## src/design/rhs_pkg.sv

```systemverilog
// rhs_pkg: shared types and constants for the rgb histogram statistics block
// no dependencies
package rhs_pkg;

    localparam int NCH = 3;

    typedef enum logic [1:0] {
        MODE_PIXEL = 2'd0,
        MODE_BIN   = 2'd1,
        MODE_STATS = 2'd2,
        MODE_CLEAR = 2'd3
    } mode_t;

    localparam logic [1:0] REG_BIT_DEPTH = 2'd0;
    localparam logic [1:0] REG_USE_MASK  = 2'd1;

endpackage

```

## src/design/rhs_divider.sv

```systemverilog
// rhs_divider: restoring divider for the channel mean, one quotient bit a cycle
// depends on rhs_pkg
module rhs_divider
    import rhs_pkg::*;
#(
    parameter int COUNT_BITS = 24
)
(
    input  logic                  clk,
    input  logic                  rst_n,
    input  logic                  start,
    input  logic [35:0]           sum,
    input  logic [COUNT_BITS-1:0] count,
    output logic                  done,
    output logic [19:0]           mean
);
    localparam int NB = 44;
    logic [NB-1:0]         num_reg;
    logic [NB-1:0]         quo_reg;
    logic [COUNT_BITS:0]   rem_reg;
    logic [COUNT_BITS-1:0] den_reg;
    logic [5:0]            cnt_reg;
    logic                  busy_reg;
    logic [COUNT_BITS:0]   trial;
    logic                  ge;

    assign trial = {rem_reg[COUNT_BITS-1:0], num_reg[NB-1]};
    assign ge    = trial >= {1'b0, den_reg};

    always_ff @(posedge clk or negedge rst_n)
    begin
        if (!rst_n)
        begin
            busy_reg <= 1'b0;
            done     <= 1'b0;
            cnt_reg  <= '0;
        end
        else
        begin
            done <= 1'b0;
            if (start)
            begin
                busy_reg <= (count != '0);
                done     <= (count == '0);
                cnt_reg  <= 6'(NB);
            end
            else if (busy_reg)
            begin
                cnt_reg <= cnt_reg - 1'b1;
                if (cnt_reg == 6'd1)
                begin
                    busy_reg <= 1'b0;
                    done     <= 1'b1;
                end
            end
        end
    end

    always_ff @(posedge clk)
    begin
        if (start)
        begin
            num_reg <= {sum, 8'd0};
            den_reg <= count;
            rem_reg <= '0;
            quo_reg <= '0;
        end
        else if (busy_reg)
        begin
            num_reg <= {num_reg[NB-2:0], 1'b0};
            rem_reg <= ge ? trial - {1'b0, den_reg} : trial;
            quo_reg <= {quo_reg[NB-2:0], ge};
        end
    end

    assign mean = (den_reg == '0) ? 20'd0 :
                  (|quo_reg[NB-1:20]) ? 20'hFFFFF : quo_reg[19:0];
endmodule

```

## config.mk

```make
export PLATFORM = sky130hd
export DESIGN_NAME = rhs_divider
export DESIGN_NICKNAME = d
export VERILOG_FILES = /design/src/design/rhs_pkg.sv /design/src/design/rhs_divider.sv
export SDC_FILE = /design/constraint.sdc
export NUM_CORES = 1
export LEC_CHECK = 0
export BUFFER_PORTS_ARGS = -buffer_cell sky130_fd_sc_hd__buf_2
export CAP_MARGIN = 20
export CORE_MARGIN = 8
export CORE_UTILIZATION = 32
export CTS_BUF_LIST = sky130_fd_sc_hd__clkbuf_4 sky130_fd_sc_hd__clkbuf_8
export DETAILED_ROUTE_END_ITERATION = 7
export GPL_TIMING_DRIVEN = 0
export PLACE_DENSITY = 0.55
export SYNTH_ARGS = -nofsm -noshare
export SYNTH_HDL_FRONTEND = slang
export SYNTH_SLANG_ARGS = --single-unit
export TNS_END_PERCENT = 30
```

## constraint.sdc

```tcl
create_clock -name clk -period 3.5 [get_ports clk]
set_input_delay 0.35 -clock clk [delete_from_list [all_inputs] [get_ports clk]]
set_output_delay 0.35 -clock clk [all_outputs]
set_load 0.01 [all_outputs]
```

==> metrics.txt <==
# TYPE chip_impl_metric gauge
chip_impl_info{name="outcome",value="complete, no violations"} 1
chip_impl_metric{name="core_area",unit="um^2"} 21600
chip_impl_metric{name="crit_fanout",unit=""} 10
chip_impl_info{name="crit_path_top_delay_cell",value="sky130_fd_sc_hd__edfxtp_1"} 1
chip_impl_metric{name="synth_cells",unit=""} 664
chip_impl_metric{name="final_net_count",unit=""} 858
chip_impl_metric{name="routed_via_count_divided_by_cell_count",unit=""} 4.91
chip_impl_metric{name="die_x",unit="um"} 164
chip_impl_info{name="top_area_cells_in_the_synthesized_netlist",value="sky130_fd_sc_hd__edfxtp_1 26%, sky130_fd_sc_hd__dfxtp_1 19%, sky130_fd_sc_hd__mux2i_1 8.6%"} 1
chip_impl_metric{name="initial_utilization",unit=""} 0.323
chip_impl_info{name="hp-class",value="in -> reg"} 1
chip_impl_metric{name="initial_antenna_violation_count",unit=""} 1
chip_impl_metric{name="yosys_cell_types",unit=""} 61
chip_impl_metric{name="die-height",unit="um"} 164
chip_impl_metric{name="synth_largest_type_area_fraction",unit=""} 0.258
chip_impl_metric{name="stdcell_area",unit="um^2"} 8180
chip_impl_info{name="timing.critical_path.max_delay_family",value="compound AO/OA/AOI/OAI gates"} 1
chip_impl_metric{name="dp_hpwl",unit="mm"} 12.9
chip_impl_metric{name="syn_to_final_growth",unit="%"} 17.0
chip_impl_metric{name="synthesis.nets",unit=""} 754
chip_impl_metric{name="gr-total-overflow",unit=""} 0
chip_impl_info{name="cp-start-kind",value="register"} 1
chip_impl_metric{name="clk_latency",unit="ns"} 0.44
chip_impl_metric{name="drv.max_cap_violation_count",unit=""} 0
chip_impl_metric{name="ys_async_sr_fraction",unit=""} 0.0588
chip_impl_metric{name="clock_tree_sinks",unit=""} 136
chip_impl_metric{name="hold_violations",unit=""} 0
chip_impl_metric{name="placement_rows",unit=""} 54
chip_impl_metric{name="syn_area_per_cell",unit="um^2"} 10.5
chip_impl_metric{name="grt_pass1_vias",unit=""} 5302
chip_impl_info{name="clockRootBuffer",value="sky130_fd_sc_hd__clkbuf_8"} 1
chip_impl_metric{name="placedInstanceArea",unit="um^2"} 7780
chip_impl_metric{name="synth-warning-count",unit=""} 0
chip_impl_metric{name="cellPowerDensity",unit="nW/um^2"} 616
chip_impl_metric{name="portBuffers",unit=""} 83
chip_impl_metric{name="number_of_clock_buffers_inserted_by_tritoncts",unit=""} 17
chip_impl_metric{name="power.static_leakage",unit="nW"} 3.68
chip_impl_metric{name="floorplan.die_area",unit="um^2"} 26800
chip_impl_metric{name="cp.required",unit="ns"} 3.84
chip_impl_metric{name="post_route_cells_drive_above_1_share",unit=""} 0.210
chip_impl_metric{name="mappedNetlistArea",unit="um^2"} 6990
chip_impl_metric{name="gp_congestion",unit=""} 0.848
chip_impl_info{name="nature_of_the_critical_path_endpoint",value="register"} 1
chip_impl_metric{name="insertedDiodeCount",unit=""} 0
chip_impl_metric{name="global_route_wire_length_before_repair",unit="mm"} 27.8
chip_impl_metric{name="drtPass1Iterations",unit=""} 4
chip_impl_info{name="path_class",value="reg -> reg"} 1
chip_impl_metric{name="synth_edf_count",unit=""} 60
chip_impl_metric{name="worstPathBufferInverterCount",unit=""} 2
chip_impl_metric{name="cts_clk_pin_slew_worst_paths",unit="ns"} 0.08
chip_impl_metric{name="finClkSkew",unit="ns"} 0.0122
chip_impl_metric{name="vdd_drop_max",unit="uV"} 273
chip_impl_info{name="cp_cell_instances",value="inv_1 -> ha_1 -> nor2b_1 -> o31a_1 -> o31ai_4 -> a21oi_2 -> o21a_4 -> a21oi_4 -> buf_6 -> nand2_1 -> a311oi_1"} 1
chip_impl_metric{name="worst-slew-pin-transition",unit="ns"} 0.887
chip_impl_metric{name="max_stage_delay",unit="ns"} 0.46
chip_impl_metric{name="fin_setup_tns",unit="ns"} 0
chip_impl_metric{name="pin_count_of_the_biggest_net_entering_global_routing",unit=""} 26
chip_impl_metric{name="ys_ff_latch",unit=""} 136
chip_impl_metric{name="postRouteWirelength",unit="mm"} 17.3
chip_impl_metric{name="route.detailed.drc",unit=""} 0
chip_impl_metric{name="io_pins",unit=""} 84
chip_impl_metric{name="timing.final.crit_share",unit=""} 0.814
chip_impl_metric{name="grt_util_all_layers",unit=""} 0.131
chip_impl_metric{name="maximum_clock_insertion_buffer_count",unit=""} 2
chip_impl_metric{name="detailedRoute.firstIterationViolations",unit=""} 284
chip_impl_metric{name="largest_reg_flops",unit=""} 44
chip_impl_metric{name="timing.max_slew.rel_slack",unit=""} 0.408
chip_impl_metric{name="overall_via_count_from_detail_route",unit=""} 5205
chip_impl_metric{name="cts.htree.levels",unit=""} 4
chip_impl_metric{name="critPathArrivalTime",unit="ns"} 3.19
chip_impl_metric{name="final_antenna_net_count",unit=""} 0
chip_impl_metric{name="max_freq",unit="MHz"} 351
chip_impl_metric{name="final-max-slew-violation-count",unit=""} 0
chip_impl_metric{name="detail_route.wl_per_cell",unit="um"} 16.3
chip_impl_info{name="synth_ff_type",value="sky130_fd_sc_hd__dfxtp_1"} 1
chip_impl_info{name="tritoncts",value="done"} 1
chip_impl_metric{name="finalSetupViolations",unit=""} 0
chip_impl_metric{name="rrSetupSlack",unit="ns"} 0.65
chip_impl_metric{name="synth-seq-area-share",unit=""} 0.481
chip_impl_info{name="synth_top_area_cell",value="sky130_fd_sc_hd__edfxtp_1"} 1
chip_impl_info{name="unrepaired_setup_endpoints_after_global_routing",value="false"} 1
chip_impl_metric{name="min_period",unit="ns"} 2.85
[Yosys cell counts (9+ instances only)]
cell	count
sky130_fd_sc_hd__nor4_1	17
sky130_fd_sc_hd__nand2_1	25
sky130_fd_sc_hd__mux2_2	35
sky130_fd_sc_hd__a21oi_1	29
sky130_fd_sc_hd__mux2i_1	60
sky130_fd_sc_hd__clkbuf_1	25
sky130_fd_sc_hd__o21a_1	24
sky130_fd_sc_hd__xnor2_1	10
sky130_fd_sc_hd__a21o_1	10
sky130_fd_sc_hd__edfxtp_1	60
sky130_fd_sc_hd__nor3_1	12
sky130_fd_sc_hd__dfxtp_1	68
sky130_fd_sc_hd__inv_1	34
sky130_fd_sc_hd__a211oi_1	19
sky130_fd_sc_hd__ha_1	26
sky130_fd_sc_hd__nor2_1	91
sky130_fd_sc_hd__nand3_1	9
[report_power, final]
part | switching (W) | internal [W] | leakage [nW] | total, W
sequential | 0.000147 | 0.00186 | 1.26 | 0.00201
clock | 0.000640 | 0.000644 | 0.191 | 0.00128
combinational | 0.000958 | 0.000784 | 2.23 | 0.00174
total | 0.00174 | 0.00329 | 3.68 | 0.00503
[worst paths after layout]
kind,start,endpoint,depth (start not counted)
max,den_reg[1],rem_reg[18],11
min,count[18],den_reg[18],1
max reg2reg,den_reg[1],rem_reg[18],11
min reg2reg,rem_reg[7],rem_reg[7],2
max in group asynchronous,rst_n,cnt_reg[2],2
min in group asynchronous,rst_n,cnt_reg[0],2
[layout make-up]
cell class | instances | area (um^2)
clock buffers | 18 | 241
multi-input cells | 459 | 3340
plain buffers | 35 | 158
flip-flops and latches | 136 | 3360
repair buffers | 85 | 453
inverters | 34 | 128
clock inverters | 14 | 145
fillers | 2164 | 13400
well taps | 280 | 350
[cells by family after synthesis]
logic type / synth area share
compound gates: 0.129
buf+inv: 0.0408
simple gates: 0.134
mux: 0.142
fa+ha+maj: 0.0494
flops: 0.481
xor+xnor: 0.0226
[timing repair]
| item | CTS | global route |
|---|---|---|
| hold buffers | 1 | 0 |
| buffers inserted | 0 | 0 |
| gates resized for setup | 0 | 0 |
| hold endpoints to repair | 8 | 0 |
[worst register-to-register path, stage by stage, from the launching register on]
cell                       delay [ns]
sky130_fd_sc_hd__edfxtp_1        0.46
sky130_fd_sc_hd__inv_1           0.09
sky130_fd_sc_hd__ha_1            0.23
sky130_fd_sc_hd__nor2b_1         0.15
sky130_fd_sc_hd__o31a_1          0.30
sky130_fd_sc_hd__o31ai_4         0.29
sky130_fd_sc_hd__a21oi_2         0.15
sky130_fd_sc_hd__o21a_4          0.28
sky130_fd_sc_hd__a21oi_4         0.27
sky130_fd_sc_hd__buf_6           0.19
sky130_fd_sc_hd__nand2_1         0.06
sky130_fd_sc_hd__a311oi_1        0.28
[placed cells by master (no fill, tap or decap), drive strengths merged, types with 6 or more instances in the layout]
cell	netlist	final
buf	10	94
xnor2	10	10
ha	26	26
a21o	10	10
dfxtp	68	68
clkbuf	25	43
o21ai	10	10
o21a	25	25
nand3	9	9
nor3	12	12
and3	7	7
mux2i	60	60
edfxtp	60	60
mux2	35	35
a311oi	6	6
dfrtp	8	8
xor2	8	8
a211oi	19	19
nand2b	6	6
nor4	18	18
nand2	25	25
a21oi	31	31
inv	34	38
nor2	91	91
[metal layers]
| metal | vias up | track usage | wire [um] |
|---|---|---|---|
| li1 | 2629 | - | - |
| met1 | 2465 | 0.165 | 8160 |
| met2 | 94 | 0.215 | 8190 |
| met3 | 15 | 0.0348 | 701 |
| met4 | 2 | 0.0455 | 264 |
| met5 | - | 0 | 13 |
[per-stage QoR]
stage | util | power (W) | std cells | worst slack (ns) | hold slack, ns
4_1_cts | 0.378 | 0.00507 | 1061 | 0.620 | 0.0664
3_3_place_gp | 0.359 | 0.00376 | 1027 | 0.0733 | 0.206
2_1_floorplan | - | 0.00336 | 664 | 1.02 | 0.0544
6_report | 0.378 | 0.00503 | 1061 | 0.651 | 0.0999
3_5_place_dp | 0.360 | 0.00376 | 1028 | 0.199 | 0.209
5_1_grt | 0.378 | 0.00535 | 1061 | 0.480 | 0.0667
(Power assumes the default switching activity.)
